==> config.mk <==
export PLATFORM = sky130hd
export DESIGN_NAME = modular_exponentiation
export DESIGN_NICKNAME = d
export VERILOG_FILES = /design/src/sv/mexp_pkg.sv /design/src/sv/mexp_addmod.sv /design/src/sv/mexp_modmul.sv /design/src/sv/modular_exponentiation.sv
export SDC_FILE = /design/constraint.sdc
export NUM_CORES = 1
export LEC_CHECK = 0
export BUFFER_PORTS_ARGS = -buffer_cell sky130_fd_sc_hd__buf_4
export CAP_MARGIN = 0
export CORE_ASPECT_RATIO = 1.5
export CORE_MARGIN = 2
export CORE_UTILIZATION = 60
export DETAILED_ROUTE_END_ITERATION = 6
export GPL_ROUTABILITY_DRIVEN = 0
export PLACE_DENSITY = 0.85
export SLEW_MARGIN = 20
export SYNTH_ARGS = -nofsm -noshare
export SYNTH_HDL_FRONTEND = slang
export SYNTH_SLANG_ARGS = --single-unit
==> constraint.sdc <==
create_clock -name clk -period 15.7 [get_ports clk]
set_input_delay 1.57 -clock clk [delete_from_list [all_inputs] [get_ports clk]]
set_output_delay 1.57 -clock clk [all_outputs]
set_load 0.01 [all_outputs]
==> src/sv/mexp_pkg.sv <==
// Shared constants for the modular exponentiation block.
// No dependencies; imported by every module of the block.
package mexp_pkg;

  // Default operand width and the allowed range of the width parameter.
  localparam int MEXP_WIDTH     = 32;
  localparam int MEXP_WIDTH_MIN = 2;
  localparam int MEXP_WIDTH_MAX = 64;

  // Register index of the modulus on the configuration port.
  localparam int REG_MODULUS = 0;

  // Round a bit count up to whole bytes.
  function automatic int byte_bits(input int bits);
    return ((bits + 7) / 8) * 8;
  endfunction

endpackage

==> src/sv/mexp_addmod.sv <==
// Modular adder: (x + y) mod m for x, y below m.
// Depends on mexp_pkg for the default width.
module mexp_addmod import mexp_pkg::*; #(
  parameter int WIDTH = MEXP_WIDTH
) (
  input  logic [WIDTH-1:0] x,
  input  logic [WIDTH-1:0] y,
  input  logic [WIDTH-1:0] m,
  output logic [WIDTH-1:0] sum
);

  logic [WIDTH:0] raw;
  logic [WIDTH:0] reduced;

  // The carry bit keeps the sum exact, so one compare against m decides.
  always_comb begin
    raw     = {1'b0, x} + {1'b0, y};
    reduced = raw - {1'b0, m};
    if (raw >= {1'b0, m}) begin
      sum = reduced[WIDTH-1:0];
    end else begin
      sum = raw[WIDTH-1:0];
    end
  end

endmodule

==> src/sv/mexp_modmul.sv <==
// Shift-and-add modular multiplier: a * b mod m, a below m, b any value.
// Depends on mexp_pkg and mexp_addmod; one doubling and one add step per bit of b.
module mexp_modmul import mexp_pkg::*; #(
  parameter int WIDTH = MEXP_WIDTH
) (
  input  logic             clk,
  input  logic             rst,
  input  logic             start,
  input  logic [WIDTH-1:0] a,
  input  logic [WIDTH-1:0] b,
  input  logic [WIDTH-1:0] m,
  output logic             busy,
  output logic             done,
  output logic [WIDTH-1:0] product
);

  localparam int CNT_W = (WIDTH > 1) ? $clog2(WIDTH) : 1;

  typedef enum logic [1:0] {
    MM_IDLE,
    MM_DBL,
    MM_ADD
  } mm_state_t;

  mm_state_t        state;
  logic [WIDTH-1:0] acc;
  logic [WIDTH-1:0] mcand;
  logic [WIDTH-1:0] mplier;
  logic [WIDTH-1:0] modulus;
  logic [CNT_W-1:0] cnt;
  logic [WIDTH-1:0] addend;
  logic [WIDTH-1:0] sum;

  // The single adder either doubles the accumulator or adds the multiplicand.
  assign addend = (state == MM_DBL) ? acc : mcand;

  mexp_addmod #(.WIDTH(WIDTH)) u_addmod (
    .x   (acc),
    .y   (addend),
    .m   (modulus),
    .sum (sum)
  );

  always_ff @(posedge clk) begin
    if (rst) begin
      state <= MM_IDLE;
      done  <= 1'b0;
    end else begin
      done <= (state == MM_ADD) && (cnt == '0);
      unique case (state)
        MM_IDLE: begin
          if (start) begin
            acc     <= '0;
            mcand   <= a;
            mplier  <= b;
            modulus <= m;
            cnt     <= CNT_W'(WIDTH - 1);
            state   <= MM_DBL;
          end
        end
        MM_DBL: begin
          acc   <= sum;
          state <= MM_ADD;
        end
        MM_ADD: begin
          if (mplier[WIDTH-1]) begin
            acc <= sum;
          end
          mplier <= mplier << 1;
          if (cnt == '0) begin
            state <= MM_IDLE;
          end else begin
            cnt   <= cnt - 1'b1;
            state <= MM_DBL;
          end
        end
        default: state <= MM_IDLE;
      endcase
    end
  end

  assign busy    = (state != MM_IDLE);
  assign product = acc;

endmodule

==> src/sv/modular_exponentiation.sv <==
// Modular exponentiation: power_mod = base ** exponent mod modulus.
// The input channel (s_tvalid, s_tready, s_tdata) carries base in the low WIDTH
// bits of s_tdata and exponent above it. The output channel (m_tvalid, m_tready,
// m_tdata) carries one result per input transaction, in order.
// The modulus is written over the APB port at byte address 0 (reset value 1);
// a write of zero is ignored. Write it only while the block is idle.
// An exponent of zero gives 1 without any arithmetic.
// Otherwise every one of the WIDTH exponent bits costs a modular squaring plus,
// for a set bit, a modular multiply by the base. Each modular product runs on
// one shared shift-and-add multiplier that takes a doubling step and an add
// step per bit of its second operand. The next item is accepted only once the
// result of the last one has moved to the output register.
// s_tready is high only while no item is in progress. A finished result sits in
// the output register until taken; the next item may be accepted meanwhile, but
// its result waits for that register to drain.
// Reset (rst, synchronous) clears the sequencer and the output valid and sets
// the modulus to 1.
module modular_exponentiation import mexp_pkg::*; #(
  parameter int WIDTH = MEXP_WIDTH
) (
  input  logic                                  clk,
  input  logic                                  rst,
  input  logic                                  s_tvalid,
  output logic                                  s_tready,
  // s_tdata fields from bit 0: base, exponent
  input  logic [byte_bits(2*WIDTH)-1:0]         s_tdata,
  output logic                                  m_tvalid,
  input  logic                                  m_tready,
  // m_tdata fields from bit 0: power_mod
  output logic [byte_bits(WIDTH)-1:0]           m_tdata,
  input  logic                                  psel,
  input  logic                                  penable,
  input  logic                                  pwrite,
  input  logic [((WIDTH > 32) ? 3 : 2):0]       paddr,
  input  logic [((WIDTH > 32) ? 64 : 32)-1:0]   pwdata,
  output logic [((WIDTH > 32) ? 64 : 32)-1:0]   prdata,
  output logic                                  pready
);

  localparam int REG_SHIFT = (WIDTH > 32) ? 3 : 2;
  localparam int ADDR_W    = REG_SHIFT + 1;
  localparam int PDATA_W   = (WIDTH > 32) ? 64 : 32;
  localparam int OUT_W     = byte_bits(WIDTH);
  localparam int CNT_W     = (WIDTH > 1) ? $clog2(WIDTH) : 1;

  typedef enum logic [2:0] {
    S_IDLE,
    S_SQ,
    S_SQ_WAIT,
    S_MUL,
    S_MUL_WAIT,
    S_OUT
  } state_t;

  state_t           state;
  logic [WIDTH-1:0] modulus;
  logic [WIDTH-1:0] base;
  logic [WIDTH-1:0] expo;
  logic [WIDTH-1:0] acc;
  logic [CNT_W-1:0] bit_cnt;
  logic [WIDTH-1:0] result;

  logic             cfg_write;
  logic             reg_sel;
  logic             in_fire;
  logic             out_free;
  logic [WIDTH-1:0] in_base;
  logic [WIDTH-1:0] in_expo;

  logic             mm_start;
  logic [WIDTH-1:0] mm_b;
  logic             mm_busy;
  logic             mm_done;
  logic [WIDTH-1:0] mm_product;

  // Configuration port.
  assign pready    = 1'b1;
  assign reg_sel   = (paddr[ADDR_W-1:REG_SHIFT] == 1'(REG_MODULUS));
  assign cfg_write = psel && penable && pwrite && pready;
  assign prdata    = reg_sel ? PDATA_W'(modulus) : '0;

  always_ff @(posedge clk) begin
    if (rst) begin
      modulus <= WIDTH'(1);
    end else if (cfg_write && reg_sel && (pwdata[WIDTH-1:0] != '0)) begin
      modulus <= pwdata[WIDTH-1:0];
    end
  end

  // Stream handshakes.
  assign s_tready = (state == S_IDLE);
  assign in_fire  = s_tvalid && s_tready;
  assign out_free = !m_tvalid || m_tready;
  assign in_base  = s_tdata[WIDTH-1:0];
  assign in_expo  = s_tdata[2*WIDTH-1:WIDTH];
  assign m_tdata  = OUT_W'(result);

  // The multiplier takes the accumulator as multiplicand; the second operand
  // is either the accumulator (squaring) or the unreduced base.
  assign mm_start = (state == S_SQ) || (state == S_MUL);
  assign mm_b     = (state == S_MUL) ? base : acc;

  mexp_modmul #(.WIDTH(WIDTH)) u_modmul (
    .clk     (clk),
    .rst     (rst),
    .start   (mm_start),
    .a       (acc),
    .b       (mm_b),
    .m       (modulus),
    .busy    (mm_busy),
    .done    (mm_done),
    .product (mm_product)
  );

  always_ff @(posedge clk) begin
    if (rst) begin
      state    <= S_IDLE;
      m_tvalid <= 1'b0;
    end else begin
      // In S_OUT the valid flag is handled by the load below.
      if (m_tvalid && m_tready && (state != S_OUT)) begin
        m_tvalid <= 1'b0;
      end
      unique case (state)
        S_IDLE: begin
          if (in_fire) begin
            base    <= in_base;
            expo    <= in_expo;
            bit_cnt <= CNT_W'(WIDTH - 1);
            if (in_expo == '0) begin
              acc   <= WIDTH'(1);
              state <= S_OUT;
            end else begin
              // 1 mod m is zero only for a modulus of one.
              acc   <= (modulus == WIDTH'(1)) ? '0 : WIDTH'(1);
              state <= S_SQ;
            end
          end
        end
        S_SQ: begin
          state <= S_SQ_WAIT;
        end
        S_SQ_WAIT: begin
          if (mm_done) begin
            acc <= mm_product;
            if (expo[WIDTH-1]) begin
              state <= S_MUL;
            end else begin
              expo <= expo << 1;
              if (bit_cnt == '0) begin
                state <= S_OUT;
              end else begin
                bit_cnt <= bit_cnt - 1'b1;
                state   <= S_SQ;
              end
            end
          end
        end
        S_MUL: begin
          state <= S_MUL_WAIT;
        end
        S_MUL_WAIT: begin
          if (mm_done) begin
            acc  <= mm_product;
            expo <= expo << 1;
            if (bit_cnt == '0) begin
              state <= S_OUT;
            end else begin
              bit_cnt <= bit_cnt - 1'b1;
              state   <= S_SQ;
            end
          end
        end
        S_OUT: begin
          if (out_free) begin
            result   <= acc;
            m_tvalid <= 1'b1;
            state    <= S_IDLE;
          end
        end
        default: state <= S_IDLE;
      endcase
    end
  end

  // The running power stays reduced while a product chain is in progress.
  a_acc_reduced: assert property (@(posedge clk) disable iff (rst)
    (state == S_SQ_WAIT || state == S_MUL_WAIT) |-> (acc < modulus))
    else $error("accumulator not reduced below the modulus");

  // Every product from the shared multiplier is reduced.
  a_product_reduced: assert property (@(posedge clk) disable iff (rst)
    mm_done |-> (mm_product < modulus))
    else $error("multiplier product not reduced below the modulus");

  // A new item is only taken while the multiplier is free.
  a_ready_idle_unit: assert property (@(posedge clk) disable iff (rst)
    s_tready |-> !mm_busy)
    else $error("input ready while the multiplier is busy");

  // A result is loaded only when the output register can take it.
  a_no_overwrite: assert property (@(posedge clk) disable iff (rst)
    (state == S_OUT && m_tvalid && !m_tready) |=> (state == S_OUT))
    else $error("result left the sequencer while the output was stalled");

endmodule

# == Yosys cells after proc, flatten, opt, wreduce, memory -nomap -nowiden ==
# Index checks and enable logic that the tools add are counted.
# word_totals
regBits,305
latchBits,0
ramBits,0
rom_bits,0
input_bits,106
out_inout_bits,67
mem_count,0
# classes
add_sub_neg,4
multipliers,0
n_div,0
order_cmp,1
eq_ne,18
shifts,0
mux,42
bitwise,2
reduce_logical,32
# op_table
operator,count
$mux W32,13
$pmux W32 S3,2
$pmux W32 S2,2
$mux W5,7
$add A32 B32 Y33,1
$ge A33 B32 Y1,1
$eq A32 B1 Y1 const B,1
$logic_not A32 Y1,1
$reduce_bool A32 Y1,1
$sub A32 B32 Y32,1
$mux W3,7
$pmux W3 S6,1
$reduce_and A4 Y1,4
$pmux W5 S3,1
$reduce_and A3 Y1,4
$logic_not A5 Y1,2
$ne A2 B1 Y1 const B,5
$pmux W5 S2,1
$sub A5 B1 Y5 const B,2
$logic_and A1 B1 Y1,8
$ne A2 B2 Y1 const B,4
$eq A3 B2 Y1 const B,2
$eq A3 B3 Y1 const B,2
$mux W1,6
16 further kinds,20

# == Longest topological paths before layout ==
# Gate-level depths: netlist of run 1.
# logic_depth
word_depth,7
ltp_mapped,28
ltp_nobuf,25

# == By module ==
# A second synthesis of run 1 with hierarchy kept.
# hier_totals
hier_cells,1297
hier_area_um2,16325.7
# by_module_without_submodules
mod,n_inst,cells_each,area_each_um2,seq_area_each_um2
modular_exponentiation,1,527,7397.1,4714.5
mexp_modmul,1,281,5261.3,4053.9
mexp_addmod,1,489,3667.3,0.0

# == Least setup slack after synthesis of run 1 ==
# No wires, ideal clock.
# synth_path
path_type,input to register
from,input port rst
to,"register u_modmul.acc[0], in the netlist u_modmul.product[0] (enable)"
setup_ns,0.595
arrival_ns,6.836
path_slack_ns,8.270
stages,2
path_buffers,1
path_cell_list,clkbuf_1 > a2111oi_0
# synth_via
elab_chain_cells,2
# synth_rtl
item,line,text
start: declaration,modular_exponentiation.sv:22,"input logic rst,"
$not A1 Y1 (no line),n/a,
$reduce_and A4 Y1 (no line),n/a,
end signal: assignment,mexp_modmul.sv:62,acc <= sum;
end signal: assignment,mexp_modmul.sv:67,acc <= sum;
end: declaration,mexp_modmul.sv:26,logic [WIDTH-1:0] acc;
# Every way passes these cells.
# A chain may end at the register's enable or synchronous reset.

# == Worst setup path in the final report of run 1 ==
# layout_path
from,register u_modmul.state[1]
to,"register u_modmul.acc[28], in the netlist u_modmul.product[28] (data pin)"
# layout_via
elab_chain_cells,7
elab_cells_between_ends,10
# layout_rtl
item,line,text
start: declaration,mexp_modmul.sv:25,mm_state_t state;
start signal: assignment,mexp_modmul.sv:46,state <= MM_IDLE;
start signal: assignment,mexp_modmul.sv:58,state <= MM_DBL;
start signal: assignment,mexp_modmul.sv:63,state <= MM_ADD;
$eq A2 B1 Y1,"mexp_modmul.sv:35, mexp_modmul.sv:50",
$mux W32,mexp_modmul.sv:35,assign addend = (state == MM_DBL) ? acc : mcand;
$add A32 B32 Y33,mexp_addmod.sv:17,"raw = {1'b0, x} + {1'b0, y};"
$sub A32 B32 Y32 or $ge A33 B32 Y1 (tied branches),"mexp_addmod.sv:18, mexp_addmod.sv:19",
$mux W32,mexp_addmod.sv:19,"if (raw >= {1'b0, m}) begin"
$mux W32,mexp_modmul.sv:66,if (mplier[WIDTH-1]) begin
$pmux W32 S3 *,mexp_modmul.sv:50,unique case (state)
# Every way passes the cells marked *; elsewhere a longest branch is shown, timed or not. The select of a mux whose other input is x is not followed.

==> results of run 1 <==
==> cell families (layout without fill, tap and decap cells) <==
family,after synthesis,in the layout,share of synthesized area [%]
and+or+nand+nor,417,417,13.24
DFF,305,305,55.44
muxes,100,100,6.582
adders and majority gates,73,73,5.870
xor gates and xnor gates,51,51,2.824
buffers and inverters,130,297,3.315
AOI/OAI and AO/OA,305,305,12.71
other,1,1,0.02371
==> metal layers <==
layer	routed length [um]	vias up
met3	1777	71
met4	969	0
met5	0	-
met1	14210	5383
met2	17870	432
li1	-	5430
==> layout by cell type, fill, tap and decap left out, types with 24 or more instances in the layout <==
| cell | n |
|---|---|
| nor2_1 | 76 |
| nand3_1 | 24 |
| buf_4 | 181 |
| inv_1 | 67 |
| mux2_2 | 32 |
| a21oi_1 | 95 |
| xnor2_1 | 36 |
| nand2_1 | 130 |
| ha_1 | 70 |
| edfxtp_1 | 266 |
| a21o_1 | 27 |
| dfxtp_1 | 39 |
| a22o_1 | 30 |
| o21ai_0 | 59 |
| nor2b_1 | 39 |
| and3_1 | 39 |
| clkbuf_16 | 27 |
| mux2i_1 | 68 |
| nor4_1 | 27 |
==> path summary, 6_finish.rpt <==
check | start | to | depth (start not counted)
min reg2reg | modulus[24]$_SDFFE_PP0P_ | u_modmul.modulus[24]$_DFFE_PP_ | 0
min | modulus[24]$_SDFFE_PP0P_ | u_modmul.modulus[24]$_DFFE_PP_ | 0
max reg2reg | u_modmul.state[1]$_SDFFE_PP0N_ | u_modmul.product[28]$_SDFFCE_PN0P_ | 23
max | u_modmul.state[1]$_SDFFE_PP0N_ | u_modmul.product[28]$_SDFFCE_PN0P_ | 23
==> sequential cells by signal, summed over array words and instances (netlist names), 3 cells and up <==
register and flops:
acc 32, base 32, expo 32, m_tdata 32
modulus 32, u_modmul.mcand 32, u_modmul.modulus 32, u_modmul.mplier 32
u_modmul.product 32, bit_cnt 5, u_modmul.cnt 5, state 3
==> cells in the mapped netlist, types with 4 or more instances <==
| master | number | area share (%) |
|---|---|---|
| clkbuf_1 | 48 | 1.1 |
| ha_1 | 71 | 5.6 |
| xor2_1 | 15 | 0.83 |
| o21a_1 | 8 | 0.38 |
| nor2b_1 | 39 | 1.5 |
| buf_2 | 4 | 0.13 |
| nand2_1 | 132 | 3.1 |
| inv_1 | 67 | 1.6 |
| nand4_1 | 15 | 0.59 |
| buf_4 | 4 | 0.19 |
| and3_1 | 39 | 1.5 |
| dfxtp_1 | 39 | 4.9 |
| nand3_1 | 24 | 0.76 |
| a211oi_1 | 9 | 0.43 |
| o31ai_1 | 4 | 0.19 |
| edfxtp_1 | 266 | 51 |
| nor3_1 | 15 | 0.47 |
| nand2b_1 | 7 | 0.28 |
| nor2_1 | 80 | 1.9 |
| or2_2 | 5 | 0.20 |
| and2_1 | 8 | 0.32 |
| o21ai_1 | 8 | 0.25 |
| mux2i_1 | 68 | 4.3 |
| a21oi_1 | 95 | 3.0 |
| a22o_1 | 30 | 1.7 |
| nor4_1 | 27 | 1.1 |
| o21bai_1 | 11 | 0.52 |
| a31oi_1 | 5 | 0.20 |
| or3_1 | 5 | 0.20 |
| xnor2_1 | 36 | 2.0 |
| a21o_1 | 27 | 1.3 |
| o21ai_0 | 59 | 1.9 |
| mux2_2 | 32 | 2.3 |
==> per-stage QoR <==
stage               setup slack [ns]  std cells  instance area [um2]  hold slack (ns)
global route                   8.418       1882                18210           0.5012
global placement               9.145       1834                17370           0.4624
CTS                            8.977       1882                18200           0.4842
floorplan                      8.270       1382                15820           0.4376
detailed placement             9.052       1834                17370           0.4671
finish                         8.837       1882                18210           0.4816
==> layout make-up <==
cell class              instances  area share, %
repair buffers                181          7.462
multi-input cells             947          36.12
well taps                     333          2.288
flip-flops and latches        305          48.15
inverters                      68          1.402
clock buffers                  28          3.731
clock inverters                20         0.8451
==> impl_metrics.ini, run 1 <==
[run_status]
status = completed

[routing]
avgViaCountPerCell = 6.013
wl_per_cell_um = 18.51
drcViolationCount = 0
vias = 11316
drtPass1Iterations = 7
detail-route-antenna-nets = 0
drt_iter0_drc = 844
drt_wl_total_mm = 34.83

[grt]
grt_use_total_pct = 25.19
grt_most_used_layer = met2
overflow = 0
gr-usage-met1_pct = 32.36
grt_max_degree = 65
use_met3_pct = 2.597
antenna_found_initial = 0
grt_pass1_wl_mm = 55.95
first_global_vias = 11122
use_met2_pct = 44.80

[worst_setup_path]
worstSetupPathType = reg -> reg
crit_path_start_kind = register
path_cells = inv_1, ha_1, buf_4, mux2_2, ha_1, inv_1, fa_1, nand2b_1, a21oi_1, or4b_1, nand3_1, a211oi_1, o21a_1, o21ai_0, and2_1, ha_1, a21o_1, a211o_1, a22oi_1, a41o_1, and3_1, nor4_1, a311o_1
max_stage_delay_ns = 0.87
r2r_slack_ns = 8.84
path_max_fanout = 33
worst_path_max_delay_cell = and3_1
end_kind = register
cp.required_ns = 16.00
critPathBufInv = 3
worstPathArrival_ns = 7.16
critPathTopFamily = compound AO/OA/AOI/OAI gates
critPathMostFrequentCell = ha_1

[die]
fp.dieW_um = 136.6
die_h_um = 202.8
start_util_pct = 61.17
core_area_um2 = 25850
ioPinCount = 173
die_area_um2 = 27700
fp-row-count = 72

[synthesis]
synth_ff_type = edfxtp_1
synth-edff-count = 266
synth_nets = 1561
yosysWarnings = 0
syn_avg_cell_area_um2 = 11.44
synthCells = 1382
syn_area_um2 = 15820
synth_seq_cells = 305
synth_cell_type_count = 82
ys_seq_area_share_pct = 55.44
synthArstFlopShare_pct = 0

[cells_and_area]
seq_area_um2 = 8768
areaGrowthSynthToFinish_pct = 15.14
n_fill_cell = 1782
multiInputGateArea_um2 = 6578
antenna_cells = 0
layout-drive-gt1-share_pct = 18.14
nets = 1709
fin_util_pct = 70.43

[clock_tree]
cts_tree = done
cts_setup_buffers = 0
clock_sinks = 305
htreeDepth = 1
postCtsHoldBufs = 0
clk_latency_ns = 0.55
path_clk_slew_ns = 0.07
clockRootBuffer = clkbuf_16
cts_buffers = 27
post_cts_resized = 0
clock_path_buffers = 3

[flow_run]
max-cap-violations = 0

[sta]
finalSetupViolCount = 0
slew_headroom_pct = 30.81
final-max-slew-violation-count = 0
post-route-period-util_pct = 43.71
finClkSkew_ns = 0.01724
fin_crit_ns = 6.863
hold_viol = 0
tightest_slew_ns = 1.038
rsz0062_at_grt = false
max_freq_ghz = 0.1457
fin_setup_tns_ns = 0

[place]
dp_hpwl_mm = 24.35
port_buffers = 169

[hold_path]
min_path_type = reg -> reg
Power of run 1 is not shown: default switching activity piles up to over one toggle a cycle in this logic, so the estimate is an artifact.
==> run 2, diff against run 1 <==
Settings changed: ABC_AREA set to 1.
Clock period 15.7 ns to 6.5 ns, I/O delays scaled along.
==> run 2 against run 1 <==
Effect of this change: final area up 9.9%; synthesized cell count up 57%; non-clock buffer count unchanged; clock skew is 0.012 ns higher; area after synthesis rose by 10%; hold slack worse by 0.23 ns; register-to-register slack lost 7.8 ns; via count up 30%.
==> impl_metrics.ini, run 2 <==
[run_status]
status = completed

[sta]
finClkSkew_ns = 0.02957
finalSetupViolCount = 0
worst_slack_ns = 0.9934
rsz0062_at_grt = false
hold_viol = 0
post-route-period-util_pct = 84.72
tightest_slew_ns = 0.9962
fin_crit_ns = 5.507
final-max-slew-violation-count = 0
fin_setup_tns_ns = 0
max_freq_ghz = 0.1816
slew_headroom_pct = 33.51

[cells_and_area]
final_cell_count_no_fill = 2739
antenna_cells = 0
layout-drive-gt1-share_pct = 11.58
most-common-layout-cells = nand2_1 (586), nor2_1 (368), inv_1 (361)
seq_area_um2 = 8768
layout_commonest_cell = nand2_1
areaGrowthSynthToFinish_pct = 15.04
nets = 2506
multiInputGateArea_um2 = 7047
fin_util_pct = 69.90
n_fill_cell = 2131

[clock_tree]
postCtsHoldBufs = 0
cts_buffers = 28
clk_latency_ns = 0.58
path_clk_slew_ns = 0.07
clockRootBuffer = clkbuf_16
clock_sinks = 305
cts_setup_buffers = 0
htreeDepth = 1
post_cts_resized = 0
clock_path_buffers = 3
cts_tree = done

[die]
core_area_um2 = 28620
fp.dieW_um = 143.0
die_h_um = 212.5
die_area_um2 = 30390
fp-row-count = 76
start_util_pct = 60.76
ioPinCount = 173

[synthesis]
ys_seq_area_share_pct = 50.42
synth_largest_area_cell = edfxtp_1
synth_top_area_share_pct = 45.93
yosysWarnings = 0
synthArstFlopShare_pct = 0
synth_cell_type_count = 45
yosysMostFrequentCell = nand2_1
syn_avg_cell_area_um2 = 8.015
yosys-top-cells-area = edfxtp_1 (46%), nand2_1 (13%), nor2_1 (8.1%)
synth_seq_cells = 305
synth_ff_type = edfxtp_1
syn_area_um2 = 17390
synthCells = 2170
synth_common_cells = nand2_1 (586), nor2_1 (373), inv_1 (361), edfxtp_1 (266), a21oi_1 (86)
synth-edff-count = 266
synth_nets = 2349

[hold_path]
min_from = s_tdata[4]
holdPathEnd = base[4]$_DFFE_PP_
holdPathStages = 1
min_path_type = in -> reg

[worst_setup_path]
timing.rr.start = u_modmul.state[1]$_SDFFE_PP0N_
path_max_fanout = 60
worst_path_max_delay_cell = nor2_8
rr_endpoint = u_modmul.product[21]$_SDFFCE_PN0P_
end_kind = register
crit_path_start = u_modmul.state[1]$_SDFFE_PP0N_
worstSetupPathType = reg -> reg
r2r_slack_ns = 0.99
worstPathArrival_ns = 5.82
crit_path_start_kind = register
max_stage_delay_ns = 0.56
cp.required_ns = 6.81
worstRegToRegCells = 29
critPathMostFrequentCell = nand2_1

[grt]
grt_pass1_wl_mm = 68.05
grt_max_degree = 69
overflow = 0
first_global_vias = 14618
grt_use_total_pct = 27.96
antenna_found_initial = 0

[place]
post-place-ws_ns = 1.213
dp_hpwl_mm = 30.57
dp_cells = 2687
port_buffers = 169

[routing]
avgViaCountPerCell = 5.353
detail-route-antenna-nets = 0
wl_per_cell_um = 14.98
vias = 14663
drcViolationCount = 0
drt_wl_total_mm = 41.02
drtPass1Iterations = 6
drt_iter0_drc = 1132

[flow_run]
max-cap-violations = 0
-- run 2: worst max-delay path by stage --
stage,end,slack [ns],cells after the start
after floorplan,u_modmul.product[1]$_SDFFCE_PN0P_,2.33,30
after global placement,u_modmul.product[1]$_SDFFCE_PN0P_,1.34,28
after detailed placement,u_modmul.product[16]$_SDFFCE_PN0P_,1.21,29
after CTS,u_modmul.product[22]$_SDFFCE_PN0P_,1.13,29
after global routing,u_modmul.product[20]$_SDFFCE_PN0P_,0.49,28
final,u_modmul.product[21]$_SDFFCE_PN0P_,0.99,29
-- run 2: metal layers --
metal / track usage (%) / routed length (um)
met3: 2.748 / 2333
met5: 0 / 0
met1: 32.78 / 15750
met2: 51.06 / 21030
met4: 13.08 / 1910
-- run 2: logic make-up (layout without fill, tap and decap cells) --
kind of cell	Yosys count	count (layout)	synth area share, %
other	1	1	0.02156
multiplexers	1	1	0.06474
AO/OA/AOI/OAI	214	214	6.914
AND/OR/NAND/NOR	1123	1123	26.26
XOR/XNOR	33	33	1.662
buffers and inverters	420	599	9.324
flip-flops	305	305	50.42
adder cells (fa/ha/maj)	73	73	5.338
-- run 2: cell type report --
cell class	instances	share of cell area, %
Sequential cell	305	43.82
Timing Repair Buffer	181	6.791
Tap cell	390	2.439
Clock inverter	12	0.5503
Multi-Input combinational cell	1445	35.22
Inverter	366	6.866
Clock buffer	40	4.309
-- run 2: metrics by stage --
stage	hold slack (ns)	area [um2]
finish	0.2504	20010
global route	0.2302	20010
CTS	0.2366	20010
detailed placement	0.4678	19040
global placement	0.4515	19040
floorplan	0.4305	17390
-- run 2: worst max-delay path: cells and delay by family (launching register included) --
family | cells | cell delay [ns]
buffers and inverters | 6 | 0.84
adders and majority gates | 3 | 0.99
DFF | 1 | 0.37
AOI/OAI and AO/OA | 2 | 0.40
xor gates and xnor gates | 1 | 0.30
and+or+nand+nor | 17 | 2.33
Power of run 2 is left out for the same reason.
==> run 3, diff against run 2 <==
Settings changed: ABC_AREA 1 to 0, CORE_UTILIZATION 60 to 59, PLACE_DENSITY 0.85 to 0.84.
Clock period 6.5 ns to 5.3 ns, I/O delays scaled along.
==> run 3 against run 2 <==
Effect of this change: the run now ends with setup timing left; register-to-register slack got worse by 1.3 ns; hold slack worse by 0.12 ns; clock skew up 0.0086 ns; die area shrank 7.3%; routed wire length rose by 11%; non-clock buffer count grew 159; final cell count is 25% lower; global-route usage is 1.7 points higher; worst setup slack got worse by 1.3 ns; count of clock-buffer cells in the layout shrank 6; largest cell class unchanged.
==> impl_metrics.ini, run 3 (synthesis results as in run 1) <==
[run_status]
status = complete, but fails checks
violations = setup timing

[cells_and_area]
layout-drive-gt1-share_pct = 32.11
most-common-layout-cells = buf_4 (319), edfxtp_1 (266), nand2_1 (127)
antenna_cells = 0
areaGrowthSynthToFinish_pct = 29.93
layout_commonest_cell = buf_4
nets = 1868

[routing]
wl_per_cell_um = 22.33
vias = 12902
drtPass1Iterations = 6
detail-route-antenna-nets = 0
drt_wl_total_mm = 45.70
drt_iter0_drc = 1247
drcViolationCount = 0
avgViaCountPerCell = 6.303

[worst_setup_path]
end_kind = register
critPathMostFrequentCell = buf_4
path_max_fanout = 6
crit_path_start_kind = register
worst_path_max_delay_cell = nor4_4
worstSetupPathType = reg -> reg
cp.required_ns = 5.71
max_stage_delay_ns = 0.39
worstPathArrival_ns = 5.97

[grt]
overflow = 0
grt_max_degree = 73
grt_pass1_wl_mm = 65.03
antenna_found_initial = 0
first_global_vias = 12581
grt_use_total_pct = 29.62

[clock_tree]
clk_latency_ns = 0.57
clock_path_buffers = 3
cts_tree = done
htreeDepth = 1
clockRootBuffer = clkbuf_16
path_clk_slew_ns = 0.07
clock_sinks = 305
postCtsHoldBufs = 0
cts_buffers = 27

[sta]
fin_crit_ns = 5.566
post-route-period-util_pct = 105.0
final-max-slew-violation-count = 0
fin_setup_tns_ns = -4.125
finClkSkew_ns = 0.03817
slew_headroom_pct = 26.85
worst_slack_ns = -0.2658
rsz0062_at_grt = true
finalSetupViolCount = 31
max_freq_ghz = 0.1797
whs_ns = 0.1314
tightest_slew_ns = 1.096
hold_viol = 0

[die]
start_util_pct = 59.91
fp.dieW_um = 137.7
die_h_um = 204.5
fp-row-count = 73
ioPinCount = 173
core_area_um2 = 26400
die_area_um2 = 28160

[place]
dp_hpwl_mm = 26.04
port_buffers = 169
post-place-ws_ns = -0.3965

[hold_path]
min_path_type = in -> reg

[flow_run]
max-cap-violations = 0
==> run 3: cell types whose count changed in the layout (fill, tap and decap cells not counted), moves of 36 or more <==
cell and change:
and3_1 +36, buf_4 +138, inv_1 -297, mux2i_1 +68, nand2_1 -459, nand3_1 -40
nor2_1 -295, nor2b_1 +39
==> run 3: final cells by class <==
| class | count | area [um2] |
|---|---|---|
| Clock buffer | 34 | 775.7 |
| Clock inverter | 16 | 197.7 |
| Fill cell | 1454 | 5848 |
| Inverter | 68 | 255.2 |
| Multi-Input combinational cell | 947 | 7427 |
| Sequential cell | 305 | 8770 |
| Tap cell | 337 | 421.7 |
| Timing Repair Buffer | 340 | 2701 |
==> run 3: worst paths after layout <==
path / slack [ns] / cells after the start / from / endpoint
worst min register to register: 0.48 / 0 / modulus[11]$_SDFFE_PP0P_ / u_modmul.modulus[11]$_DFFE_PP_
worst max register to register: -0.27 / 28 / u_modmul.state[1]$_SDFFE_PP0N_ / u_modmul.product[15]$_SDFFCE_PN0P_
worst max-delay path: -0.27 / 28 / u_modmul.state[1]$_SDFFE_PP0N_ / u_modmul.product[15]$_SDFFCE_PN0P_
worst min-delay path: 0.13 / 1 / s_tdata[15] / base[15]$_DFFE_PP_
==> run 3: timing repair <==
item	CTS	global route
gates cloned	2	4
gates resized for setup	101	62
setup endpoints to repair	31	32
pin swaps	47	55
buffers inserted	12	17
==> run 3: routing by layer <==
metal | global-route usage (%) | routed length (um) | vias up
met5 | 0 | 0 | -
met4 | 15.24 | 2934 | 0
met3 | 3.563 | 3806 | 208
met2 | 52.75 | 23000 | 904
met1 | 34.61 | 15970 | 6043
li1 | - | - | 5747
==> run 3: metrics by stage <==
step	instances	utilization (%)	area [um2]
after floorplan	1382	-	15880
after global placement	1964	69.62	18380
after detailed placement	1964	69.62	18380
after CTS	2028	76.00	20060
after global routing	2047	77.85	20550
final	2047	77.85	20550
==> run 3: critical path, delay by kind of cell, from the launching register on <==
family,cells,cell delay [ns]
AO/OA/AOI/OAI,7,0.92
XOR/XNOR,1,0.15
adder cells (fa/ha/maj),4,0.96
buffers and inverters,8,0.89
flip-flops,1,0.35
multiplexers,1,0.31
AND/OR/NAND/NOR,7,1.86
Power of run 3 is left out for the same reason.
